<file path="src/hw/rtl/rmss_pkg.sv">
// ---------------------------------------------------------------------------
// rmss_pkg
// Types, codes and signature constants of the ROM mapper signature scanner.
// ---------------------------------------------------------------------------
package rmss_pkg;

   localparam int LIMIT_W = 24;
   localparam int COUNT_W = 25;
   localparam int NUM_FLAGS = 5;

   localparam logic [LIMIT_W-1:0] LIMIT_RESET = 24'd32768;
   localparam logic [COUNT_W-1:0] COUNT_MAX = {COUNT_W{1'b1}};

   // history fill levels that enable the signature compares
   localparam logic [2:0] HIST_FULL = 3'd4;
   localparam logic [2:0] HIST_PAIR = 3'd2;

   // byte signatures
   localparam logic [39:0] SIG_SOUND = 40'h3E9F32B080;
   localparam logic [23:0] SIG_6800  = 24'h320068;
   localparam logic [23:0] SIG_7000  = 24'h320070;
   localparam logic [23:0] SIG_7800  = 24'h320078;
   localparam logic [23:0] SIG_6000  = 24'h320060;

   // flag positions in the found vector
   localparam int FLAG_SOUND = 0;
   localparam int FLAG_6800  = 1;
   localparam int FLAG_7000  = 2;
   localparam int FLAG_7800  = 3;
   localparam int FLAG_6000  = 4;

   typedef enum logic [1:0] {
      GEN_UNKNOWN = 2'd0,
      GEN_SMALL   = 2'd1,
      GEN_LARGE   = 2'd2
   } gen_type;

   typedef enum logic [2:0] {
      MAP_UNKNOWN = 3'd0,
      MAP_PLAIN   = 3'd1,
      MAP_DEFAULT = 3'd2,
      MAP_SOUND   = 3'd3,
      MAP_16K     = 3'd4,
      MAP_8K      = 3'd5
   } map_type;

   typedef struct packed {
      gen_type generation;
      map_type mapper;
   } result_type;

endpackage

</file>
<file path="src/hw/rtl/rmss_scan.sv">
// ---------------------------------------------------------------------------
// rmss_scan
// Byte history, signature flags and byte count; classifies on the last word.
// ---------------------------------------------------------------------------
module rmss_scan import rmss_pkg::*; (
   input  logic               clock,
   input  logic               reset,
   input  logic               accept,
   input  logic [7:0]         data_byte,
   input  logic               has_byte,
   input  logic               last_byte,
   input  logic [LIMIT_W-1:0] plain_size_limit,
   output result_type         result
);

   logic [31:0]          recent_ff, recent_in, recent_scan;
   logic [2:0]           fill_ff, fill_in, fill_scan;
   logic [NUM_FLAGS-1:0] flags_ff, flags_in, flags_scan, hits;
   logic [COUNT_W-1:0]   count_ff, count_in, count_scan;
   logic [23:0]          last3;
   logic                 two_of_three;

   assign last3 = {recent_ff[15:0], data_byte};

   always_comb begin
      hits = '0;
      hits[FLAG_SOUND] = (fill_ff >= HIST_FULL) && ({recent_ff, data_byte} == SIG_SOUND);
      hits[FLAG_6800]  = (fill_ff >= HIST_PAIR) && (last3 == SIG_6800);
      hits[FLAG_7000]  = (fill_ff >= HIST_PAIR) && (last3 == SIG_7000);
      hits[FLAG_7800]  = (fill_ff >= HIST_PAIR) && (last3 == SIG_7800);
      hits[FLAG_6000]  = (fill_ff >= HIST_PAIR) && (last3 == SIG_6000);
   end

   // state as it stands after the word's byte, if any, is scanned
   always_comb begin
      recent_scan = recent_ff;
      fill_scan   = fill_ff;
      flags_scan  = flags_ff;
      count_scan  = count_ff;
      if (has_byte) begin
         recent_scan = {recent_ff[23:0], data_byte};
         flags_scan  = flags_ff | hits;
         if (fill_ff < HIST_FULL) begin
            fill_scan = fill_ff + 3'd1;
         end
         if (count_ff != COUNT_MAX) begin
            count_scan = count_ff + {{(COUNT_W-1){1'b0}}, 1'b1};
         end
      end
   end

   // advance the state on an accepted word; start a new image after the last word
   always_comb begin
      recent_in = recent_ff;
      fill_in   = fill_ff;
      flags_in  = flags_ff;
      count_in  = count_ff;
      if (accept) begin
         if (last_byte) begin
            recent_in = '0;
            fill_in   = '0;
            flags_in  = '0;
            count_in  = '0;
         end else begin
            recent_in = recent_scan;
            fill_in   = fill_scan;
            flags_in  = flags_scan;
            count_in  = count_scan;
         end
      end
   end

   always_ff @(posedge clock) begin
      if (reset) begin
         recent_ff <= '0;
         fill_ff   <= '0;
         flags_ff  <= '0;
         count_ff  <= '0;
      end else begin
         recent_ff <= recent_in;
         fill_ff   <= fill_in;
         flags_ff  <= flags_in;
         count_ff  <= count_in;
      end
   end

   assign two_of_three = (flags_scan[FLAG_6800] & flags_scan[FLAG_7000])
                       | (flags_scan[FLAG_6800] & flags_scan[FLAG_7800])
                       | (flags_scan[FLAG_7000] & flags_scan[FLAG_7800]);

   always_comb begin
      if (count_scan == '0) begin
         result.generation = GEN_UNKNOWN;
         result.mapper     = MAP_UNKNOWN;
      end else if (count_scan <= {1'b0, plain_size_limit}) begin
         result.generation = GEN_SMALL;
         result.mapper     = MAP_PLAIN;
      end else begin
         result.generation = GEN_LARGE;
         if (flags_scan[FLAG_SOUND]) begin
            result.mapper = MAP_SOUND;
         end else if (flags_scan[FLAG_6000] && flags_scan[FLAG_7000]) begin
            result.mapper = MAP_16K;
         end else if (two_of_three) begin
            result.mapper = MAP_8K;
         end else begin
            result.mapper = MAP_DEFAULT;
         end
      end
   end

endmodule

</file>
<file path="src/hw/rtl/rmss_outreg.sv">
// ---------------------------------------------------------------------------
// rmss_outreg
// Result register with valid/ready handshake toward the receiver.
// ---------------------------------------------------------------------------
module rmss_outreg import rmss_pkg::*; (
   input  logic       clock,
   input  logic       reset,
   input  logic       load,
   input  result_type result,
   output logic       slot_free,
   output logic       rsp_valid,
   input  logic       rsp_ready,
   output logic [1:0] rsp_generation_code,
   output logic [2:0] rsp_mapper_code
);

   logic       valid_ff, valid_in;
   result_type data_ff;

   assign slot_free = !valid_ff || rsp_ready;

   always_comb begin
      valid_in = valid_ff;
      if (load) begin
         valid_in = 1'b1;
      end else if (rsp_ready) begin
         valid_in = 1'b0;
      end
   end

   always_ff @(posedge clock) begin
      if (reset) begin
         valid_ff <= 1'b0;
      end else begin
         valid_ff <= valid_in;
      end
   end

   always_ff @(posedge clock) begin
      if (load) begin
         data_ff <= result;
      end
   end

   assign rsp_valid           = valid_ff;
   assign rsp_generation_code = data_ff.generation;
   assign rsp_mapper_code     = data_ff.mapper;

endmodule

</file>
<file path="src/hw/rtl/rom_mapper_signature_scanner.sv">
// ---------------------------------------------------------------------------
// rom_mapper_signature_scanner
// Streams a cartridge image byte by byte and classifies its bank scheme.
// ---------------------------------------------------------------------------
// Usage:
//   req_*  : one word per cycle while req_ready is high carries data_byte, has_byte and last_byte.
//            A word with has_byte set adds its byte to the current image;
//            a word with last_byte set closes the image and asks for a result.
//   rsp_*  : one result word per closed image: generation_code, mapper_code.
//   csr_*  : writes plain_size_limit (reset value 32768); always ready.
//            Write it only while no image result is outstanding.
// Timing: the result of a last word shows on rsp_* in the cycle after it is
//   accepted. Throughput: one word per cycle while req_ready is high; the
//   result is classified combinationally from the byte history and registered.
// Reset: synchronous; clears history, flags, count and the result valid flag,
//   and restores the size limit.
// Stall: while a result waits and rsp_ready is low, req_ready drops and
//   the scanner holds its state; it resumes the cycle the result is taken.
// ---------------------------------------------------------------------------
module rom_mapper_signature_scanner import rmss_pkg::*; (
   input  logic               clock,
   input  logic               reset,
   // image words
   input  logic               req_valid,
   output logic               req_ready,
   input  logic [7:0]         req_data_byte,
   input  logic               req_has_byte,
   input  logic               req_last_byte,
   // classification results
   output logic               rsp_valid,
   input  logic               rsp_ready,
   output logic [1:0]         rsp_generation_code,
   output logic [2:0]         rsp_mapper_code,
   // size limit register
   input  logic               csr_valid,
   output logic               csr_ready,
   input  logic [LIMIT_W-1:0] csr_plain_size_limit
);

   logic               accept;
   logic               slot_free;
   logic [LIMIT_W-1:0] limit_ff, limit_in;
   result_type         result;

   // take a word whenever the result register is empty or drains this cycle
   assign req_ready = slot_free;
   assign accept    = req_valid && req_ready;
   assign csr_ready = 1'b1;

   // hold the limit until the next write
   always_comb begin
      limit_in = limit_ff;
      if (csr_valid && csr_ready) begin
         limit_in = csr_plain_size_limit;
      end
   end

   always_ff @(posedge clock) begin
      if (reset) begin
         limit_ff <= LIMIT_RESET;
      end else begin
         limit_ff <= limit_in;
      end
   end

   // scan the byte and, on the last word, classify the finished image
   rmss_scan u_scan (
      .clock            (clock),
      .reset            (reset),
      .accept           (accept),
      .data_byte        (req_data_byte),
      .has_byte         (req_has_byte),
      .last_byte        (req_last_byte),
      .plain_size_limit (limit_ff),
      .result           (result)
   );

   // register the classification for the receiver
   rmss_outreg u_outreg (
      .clock               (clock),
      .reset               (reset),
      .load                (accept && req_last_byte),
      .result              (result),
      .slot_free           (slot_free),
      .rsp_valid           (rsp_valid),
      .rsp_ready           (rsp_ready),
      .rsp_generation_code (rsp_generation_code),
      .rsp_mapper_code     (rsp_mapper_code)
   );

endmodule

</file>
<file path="config.mk">
export PLATFORM = sky130hd
export DESIGN_NAME = rom_mapper_signature_scanner
export DESIGN_NICKNAME = d
export VERILOG_FILES = /design/src/hw/rtl/rmss_pkg.sv /design/src/hw/rtl/rmss_scan.sv /design/src/hw/rtl/rmss_outreg.sv /design/src/hw/rtl/rom_mapper_signature_scanner.sv
export SDC_FILE = /design/constraint.sdc
export NUM_CORES = 1
export LEC_CHECK = 0
export ABC_AREA = 1
export BUFFER_PORTS_ARGS = -buffer_cell sky130_fd_sc_hd__buf_4
export CELL_PAD_IN_SITES_DETAIL_PLACEMENT = 0
export CELL_PAD_IN_SITES_GLOBAL_PLACEMENT = 1
export CORE_ASPECT_RATIO = 0.7
export CORE_MARGIN = 2
export CORE_UTILIZATION = 40
export CTS_BUF_LIST = sky130_fd_sc_hd__clkbuf_4
export DETAILED_ROUTE_END_ITERATION = 12
export HOLD_SLACK_MARGIN = 0.08
export PLACE_DENSITY_LB_ADDON = 0.2
export SYNTH_ARGS = -nofsm -noshare
export SYNTH_HDL_FRONTEND = slang
export SYNTH_SLANG_ARGS = --single-unit
</file>
<file path="constraint.sdc">
create_clock -name clock -period 2.7 [get_ports clock]
set_input_delay 0.27 -clock clock [delete_from_list [all_inputs] [get_ports clock]]
set_output_delay 0.27 -clock clock [all_outputs]
set_load 0.05 [all_outputs]
</file>
==> results of run 1 <==
layout make-up:
type | count | area, µm²
well taps | 185 | 231
multi-input cells | 555 | 3000
clock buffers | 10 | 75.1
inverters | 161 | 604
flip-flops and latches | 95 | 1970
clock inverters | 6 | 45.0
repair buffers | 162 | 1300
fillers | 1263 | 6040
worst max-delay path, stage by stage, from the launching register on:
cell and delay, ns:
dfxtp_2 0.40, ha_4 0.15, inv_2 0.04, nor2_4 0.13, nand2_4 0.09, nor2_4 0.20, buf_6 0.13, nand3_4 0.12
buf_6 0.16, nand2_1 0.05, nand2_1 0.07, nand2_1 0.06, inv_1 0.06, ha_1 0.28, inv_2 0.08, nor2_4 0.04
nand2_2 0.08, nor2_1 0.04, nor2_1 0.10, nand2_1 0.07, nand2_2 0.07, inv_2 0.04, nand2_2 0.08, nor2_1 0.05
what timing repair did:
item,in CTS,in global routing
endpoints found under the hold margin,21,0
hold buffers,24,0
pin swaps,15,24
buffers inserted,2,6
endpoints found under the setup margin,5,5
gates cloned,0,1
gates resized for setup,46,42
synth_stat cells (all sizes together):
| library cell | instances |
|---|---|
| buf | 7 |
| nor3 | 11 |
| nand3 | 40 |
| nor2 | 106 |
| a21oi | 64 |
| xnor2 | 1 |
| edfxtp | 5 |
| dfxtp | 90 |
| or2 | 2 |
| nor4 | 2 |
| o21ai | 39 |
| ha | 26 |
| conb | 1 |
| clkinv | 2 |
| a21o | 1 |
| inv | 159 |
| o22ai | 31 |
| nand4 | 21 |
| nand2 | 195 |
| clkbuf | 24 |
| xor2 | 3 |
| nand3b | 6 |
| a211oi | 4 |
| nor3b | 1 |
state kept, by name, summed over array words and instances (netlist names):
| signal | count |
|---|---|
| u_outreg.rsp_valid | 1 |
| u_scan.fill_ff | 3 |
| u_scan.recent_ff | 32 |
| limit_ff | 24 |
| u_scan.count_ff | 25 |
| u_outreg.rsp_generation_code | 2 |
| u_scan.flags_ff | 5 |
| u_outreg.rsp_mapper_code | 3 |
how the worst max path moves through the flow:
stage | from | end | slack [ns] | cells past startpoint
floorplan | u_scan.count_ff[1] | u_outreg.rsp_mapper_code[2] | 0.005 | 23
global placement | u_scan.count_ff[1] | u_outreg.rsp_mapper_code[2] | -0.18 | 22
detailed placement | u_scan.count_ff[1] | u_outreg.rsp_mapper_code[2] | -0.20 | 22
CTS | u_scan.count_ff[0] | u_outreg.rsp_mapper_code[1] | 0.0009 | 22
global route | u_scan.count_ff[0] | u_outreg.rsp_mapper_code[1] | -0.24 | 21
finish | u_scan.count_ff[1] | u_outreg.rsp_mapper_code[1] | -0.11 | 23
power breakdown:
group          internal, mW  total, mW  switching [mW]
Sequential             1.45       1.47          0.0159
Combinational         0.194      0.466           0.273
Clock                 0.205      0.733           0.527
through the flow:
step | setup slack (ns) | hold slack, ns | power, mW | TNS (ns) | utilization (%)
5_1_grt | -0.238 | 0.132 | 2.80 | -0.977 | 54.5
2_1_floorplan | 0.00457 | 0.381 | 1.74 | 0 | -
3_5_place_dp | -0.199 | 0.458 | 1.91 | -0.846 | 49.3
4_1_cts | 0.000874 | 0.0815 | 2.68 | 0 | 53.3
6_report | -0.110 | 0.103 | 2.67 | -0.396 | 54.5
3_3_place_gp | -0.183 | 0.452 | 1.90 | -0.793 | 49.3
per-layer routing:
metal | track usage, % | vias up | wire [µm]
met2 | 32.1 | 194 | 6430
met5 | 0 | - | 0
met4 | 4.68 | 0 | 148
li1 | - | 2961 | -
met3 | 3.59 | 15 | 1050
met1 | 37.3 | 2699 | 8820
cell families after synthesis:
family                     share of synthesized area (%)
and+or+nand+nor                                     30.2
buffers and inverters                               13.6
other                                             0.0686
adders and majority gates                           5.95
xor gates and xnor gates                           0.641
AOI/OAI and AO/OA                                   13.7
DFF                                                 35.7
==> results.ini, run 1 <==
[grt]
grt_usage_pct = 23.2
grt_pass1_wl_mm = 26.4
grt_max_degree = 59
antenna_found_initial = 0
grt_pass1_vias = 5241
grt_remaining_overflow = 0

[synthesis]
synth_warnings = 0
avgSynthCellArea_um2 = 6.50
synth-seq-cells = 95
synth_area_leaders = dfxtp_1, nand2_1, inv_1
netlist_instances = 841
seq_area_frac_synth_pct = 35.7
ys_types = 34
synth_top_area_share_pct = 33.0
synth_top_area_cell = dfxtp_1
synth_nets = 906
syn_area_um2 = 5460

[sta]
worst_slew_pin_slew_ns = 0.662
postLayoutSetupSlackWorst_ns = -0.110
timing.fmax_ghz = 0.356
final_max_slew_viol_count = 0
final.setup_skew_ns = 0.0156
finalHoldViolCount = 0
finalCriticalPeriod_ns = 2.81
rsz0062_at_grt = true
setup_viol = 5
slew_headroom_pct = 55.9
period_share_pct = 104

[cells_and_area]
layout.cells.non_filler = 1174
fin_area_um2 = 7230
syn_to_final_growth_pct = 32.3
antenna_cells = 0
layout_commonest_cell = nand2_1
layout_common_cells = nand2_1, inv_1, buf_4, nor2_1, dfxtp_1
finish.net_count = 1049
layout-drive-gt1-share_pct = 24.1

[route]
first_pass_iters = 5
vias = 5869
drc = 0
drtIter0Drc = 437
routed_wl_mm = 16.5
routedWlPerCell_um = 14.0
via_per_inst = 5.00
ant_nets = 0

[min_path]
hp-start = csr_plain_size_limit[6]
hold_path_depth = 3
holdCritPathClass = in -> reg
min_to = limit_ff[6]

[critical_path]
ff2ff_path_depth = 23
critPathMaxFanout = 8
rrSetupSlack_ns = -0.11
crit-reg2reg-launch = u_scan.count_ff[1]
r2r-end = u_outreg.rsp_mapper_code[1]
worstSetupStartpointType = flop
end_kind = flop
crit_arrival_ns = 3.04
required_ns = 2.93
critPathKind = reg -> reg

[power]
power-per-cell-area_nw_per_um2 = 369
leakagePower_nw = 3.20
irDropWorstVdd_uv = 211

[floorplanning]
fp.coreArea_um2 = 13300
row_count = 35
die_area_um2 = 14600
die_y_um = 102
chipWidth_um = 144
initial_core_util_pct = 41.2
ios = 47

[clocking]
path_clk_slew_ns = 0.15
cts_num_sinks = 95
cts_buffers = 9
cts_tree = built
cts_max_level = 3
clk_path_buf_depth = 2
root_buffer = clkbuf_4
clk_latency_ns = 0.46

[placed_design]
dp_cells = 1125
placed_area_um2 = 6540
gp_congestion = 0.892
portBuffers = 45
dp.final_hpwl_mm = 12.1

[job]
drv_cap = 0

[run_status]
outcome = complete, but fails checks
violations = setup timing

Power figures use the tool's default switching activity.
==> inputs of run 2 (changes only) <==
--- a/config.mk
+++ b/config.mk
@@ -10,8 +10,7 @@
 export CELL_PAD_IN_SITES_DETAIL_PLACEMENT = 0
 export CELL_PAD_IN_SITES_GLOBAL_PLACEMENT = 1
 export CORE_ASPECT_RATIO = 0.7
-export CORE_MARGIN = 2
-export CORE_UTILIZATION = 40
+export CORE_UTILIZATION = 44
 export CTS_BUF_LIST = sky130_fd_sc_hd__clkbuf_4
 export DETAILED_ROUTE_END_ITERATION = 12
 export HOLD_SLACK_MARGIN = 0.08
==> constraint.sdc (replaced) <==
create_clock -name clock -period 3.2 [get_ports clock]
set_input_delay 0.32 -clock clock [delete_from_list [all_inputs] [get_ports clock]]
set_output_delay 0.32 -clock clock [all_outputs]
set_load 0.05 [all_outputs]
==> run 2 against run 1 <==
  * The run now ends clean
  * Cell count is 10% lower
  * Hold slack worse by 0.0016 ns
  * Critical path depth decreased by 2
  * Sequential power is 16% lower
  * Largest cell class unchanged
  * Design area shrank 14%
  * Combinational power decreased by 30%
  * Worst setup slack improved by 0.38 ns
  * Clock power is 14% lower
  * Clock-buffer cell count fell by 1
  * Die area down 12%
  * Global-route usage rose by 0.80 points
==> results.ini, run 2 (same netlist as run 1, synthesis figures left out) <==
[run_status]
outcome = finished clean

[critical_path]
critPathKind = reg -> reg
worstSetupStartpointType = flop
startpoint = u_scan.count_ff[5]
end_kind = flop
required_ns = 3.46  ; +0.53 ns
critPathMaxFanout = 9  ; +1
crit_arrival_ns = 3.19  ; +0.15 ns
crit-reg2reg-launch = u_scan.count_ff[5]

[sta]
postLayoutSetupSlackWorst_ns = 0.266  ; +0.376 ns
finalHoldViolCount = 0  ; unchanged
slew_headroom_pct = 55.8  ; -0.13 points
finalCriticalPeriod_ns = 2.93  ; +0.124 ns
setup_viol = 0  ; -5
rsz0062_at_grt = false
tns_ns = 0  ; +0.396 ns
final.setup_skew_ns = 0.0188  ; +0.00320 ns
period_share_pct = 91.7  ; -12 points
final_max_slew_viol_count = 0  ; unchanged
timing.fmax_ghz = 0.341  ; -4.2%
worst_slew_pin_slew_ns = 0.664  ; +0.00193 ns

[route]
ant_nets = 0  ; unchanged
routed_wl_mm = 14.7  ; -11%
drc = 0  ; unchanged
via_per_inst = 5.14  ; +2.9%
drtIter0Drc = 472  ; +8.0%
first_pass_iters = 5  ; unchanged
routedWlPerCell_um = 14.0  ; -0.32%
vias = 5410  ; -7.8%

[clocking]
path_clk_slew_ns = 0.17  ; +0.02 ns
clk_latency_ns = 0.48  ; +0.02 ns
cts_tree = built
cts_num_sinks = 95  ; unchanged
cts_max_level = 3  ; unchanged
cts_buffers = 9  ; unchanged
root_buffer = clkbuf_4
clk_path_buf_depth = 2  ; unchanged

[placed_design]
dp.final_hpwl_mm = 10.8  ; -10%
gp_congestion = 0.877  ; -1.7%
dpl_worst_slack_ns = 0.115  ; +0.314 ns
placed_area_um2 = 6000  ; -8.3%
portBuffers = 45  ; unchanged

[floorplanning]
die_y_um = 95.2  ; -6.4%
ios = 47  ; unchanged
row_count = 33  ; -5.7%
chipWidth_um = 135  ; -5.9%
die_area_um2 = 12900  ; -12%
initial_core_util_pct = 45.9  ; +4.8 points
fp.coreArea_um2 = 11900  ; -10%

[job]
drv_cap = 0  ; unchanged

[min_path]
holdCritPathClass = in -> reg
hp-start = csr_plain_size_limit[5]

[cells_and_area]
largest_reg_flops = 32  ; unchanged
top_register = u_scan.recent_ff
antenna_cells = 0  ; unchanged
layout_common_cells = nand2_1, inv_1, nor2_1, dfxtp_1, buf_4
layout_commonest_cell = nand2_1
fillCellCount = 1217  ; -3.6%
syn_to_final_growth_pct = 14.2
top_regs = u_scan.recent_ff (32), u_scan.count_ff (25), limit_ff (24)
fin_area_um2 = 6240  ; -14%
finish.net_count = 955  ; -9.0%
layout-drive-gt1-share_pct = 12.2  ; -12 points

[grt]
grt_pass1_wl_mm = 23.5  ; -11%
grt_max_degree = 59  ; unchanged
grt_pass1_vias = 4601  ; -12%
grt_usage_pct = 24.0  ; +0.80 points
antenna_found_initial = 0  ; unchanged
grt_remaining_overflow = 0  ; unchanged

[power]
irDropWorstVdd_uv = 170  ; -20%
finalPower_mw = 2.19  ; -18%
leakagePower_nw = 2.74  ; -14%
power-per-cell-area_nw_per_um2 = 352  ; -4.7%

==> run 2: path summary, 6_finish.rpt <==
kind                                           to  slack, ns  depth (start not counted)
setup / recovery  u_outreg.rsp_generation_code[1]       0.27                         21
hold / removal                        limit_ff[5]       0.10                          3
setup reg to reg  u_outreg.rsp_generation_code[1]       0.27                         21
hold reg to reg                       limit_ff[7]       0.48                          2
==> run 2: worst max-delay path: stages (launching register included) <==
cell and delay (ns):
dfxtp_1 0.48, nand2_2 0.12, nor2_4 0.18, nand2_2 0.12, nor2_4 0.14, nand2_4 0.09
buf_12 0.15, nand3_1 0.06, nand2_1 0.05, nand2_1 0.08, inv_1 0.08, ha_1 0.30
a21oi_1 0.13, nor2_1 0.05, a211oi_1 0.17, nor2_1 0.07, nor2_1 0.09, nand2_1 0.05
nand2_1 0.08, inv_1 0.07, nand2_2 0.08, inv_1 0.05
==> run 2: timing repair <==
item | 4_1_cts | 5_1_grt
endpoints found under the setup margin | 0 | 5
hold endpoints to repair | 2 | 0
hold buffers | 3 | 0
buffers inserted | 0 | 3
gates resized for setup | 0 | 15
==> run 2: power by group <==
| part | switching (mW) | internal [mW] |
|---|---|---|
| combinational | 0.208 | 0.118 |
| sequential | 0.0153 | 1.23 |
| clock | 0.458 | 0.169 |
| total | 0.681 | 1.51 |
==> run 2: stage by stage <==
step                      std cells  util, %  hold slack [ns]
final                          1052     52.5            0.102
after global routing           1052     52.5           0.0838
after CTS                      1049     51.7           0.0933
after detailed placement       1030     50.4            0.460
after global placement         1030     50.4            0.452
after floorplan                 841        -            0.431
==> run 2: area by class of cell <==
cell class / count / area, µm² / share of cell area, %
clock buffer: 9 / 67.6 / 1.08
inverter: 161 / 604 / 9.68
multi-input combinational: 554 / 2830 / 45.3
sequential: 95 / 1950 / 31.3
timing repair buffer: 69 / 538 / 8.62
tap: 157 / 196 / 3.15
clock inverter: 7 / 52.6 / 0.842
==> run 2: per-layer routing <==
layer  global-route usage (%)  up-vias  part of all wire [%]
met3                     4.09        9                   7.7
li1                         -     2765                     -
met5                        0        -                     0
met4                     5.34        0                  0.84
met1                     38.4     2453                    53
met2                     32.2      183                    38
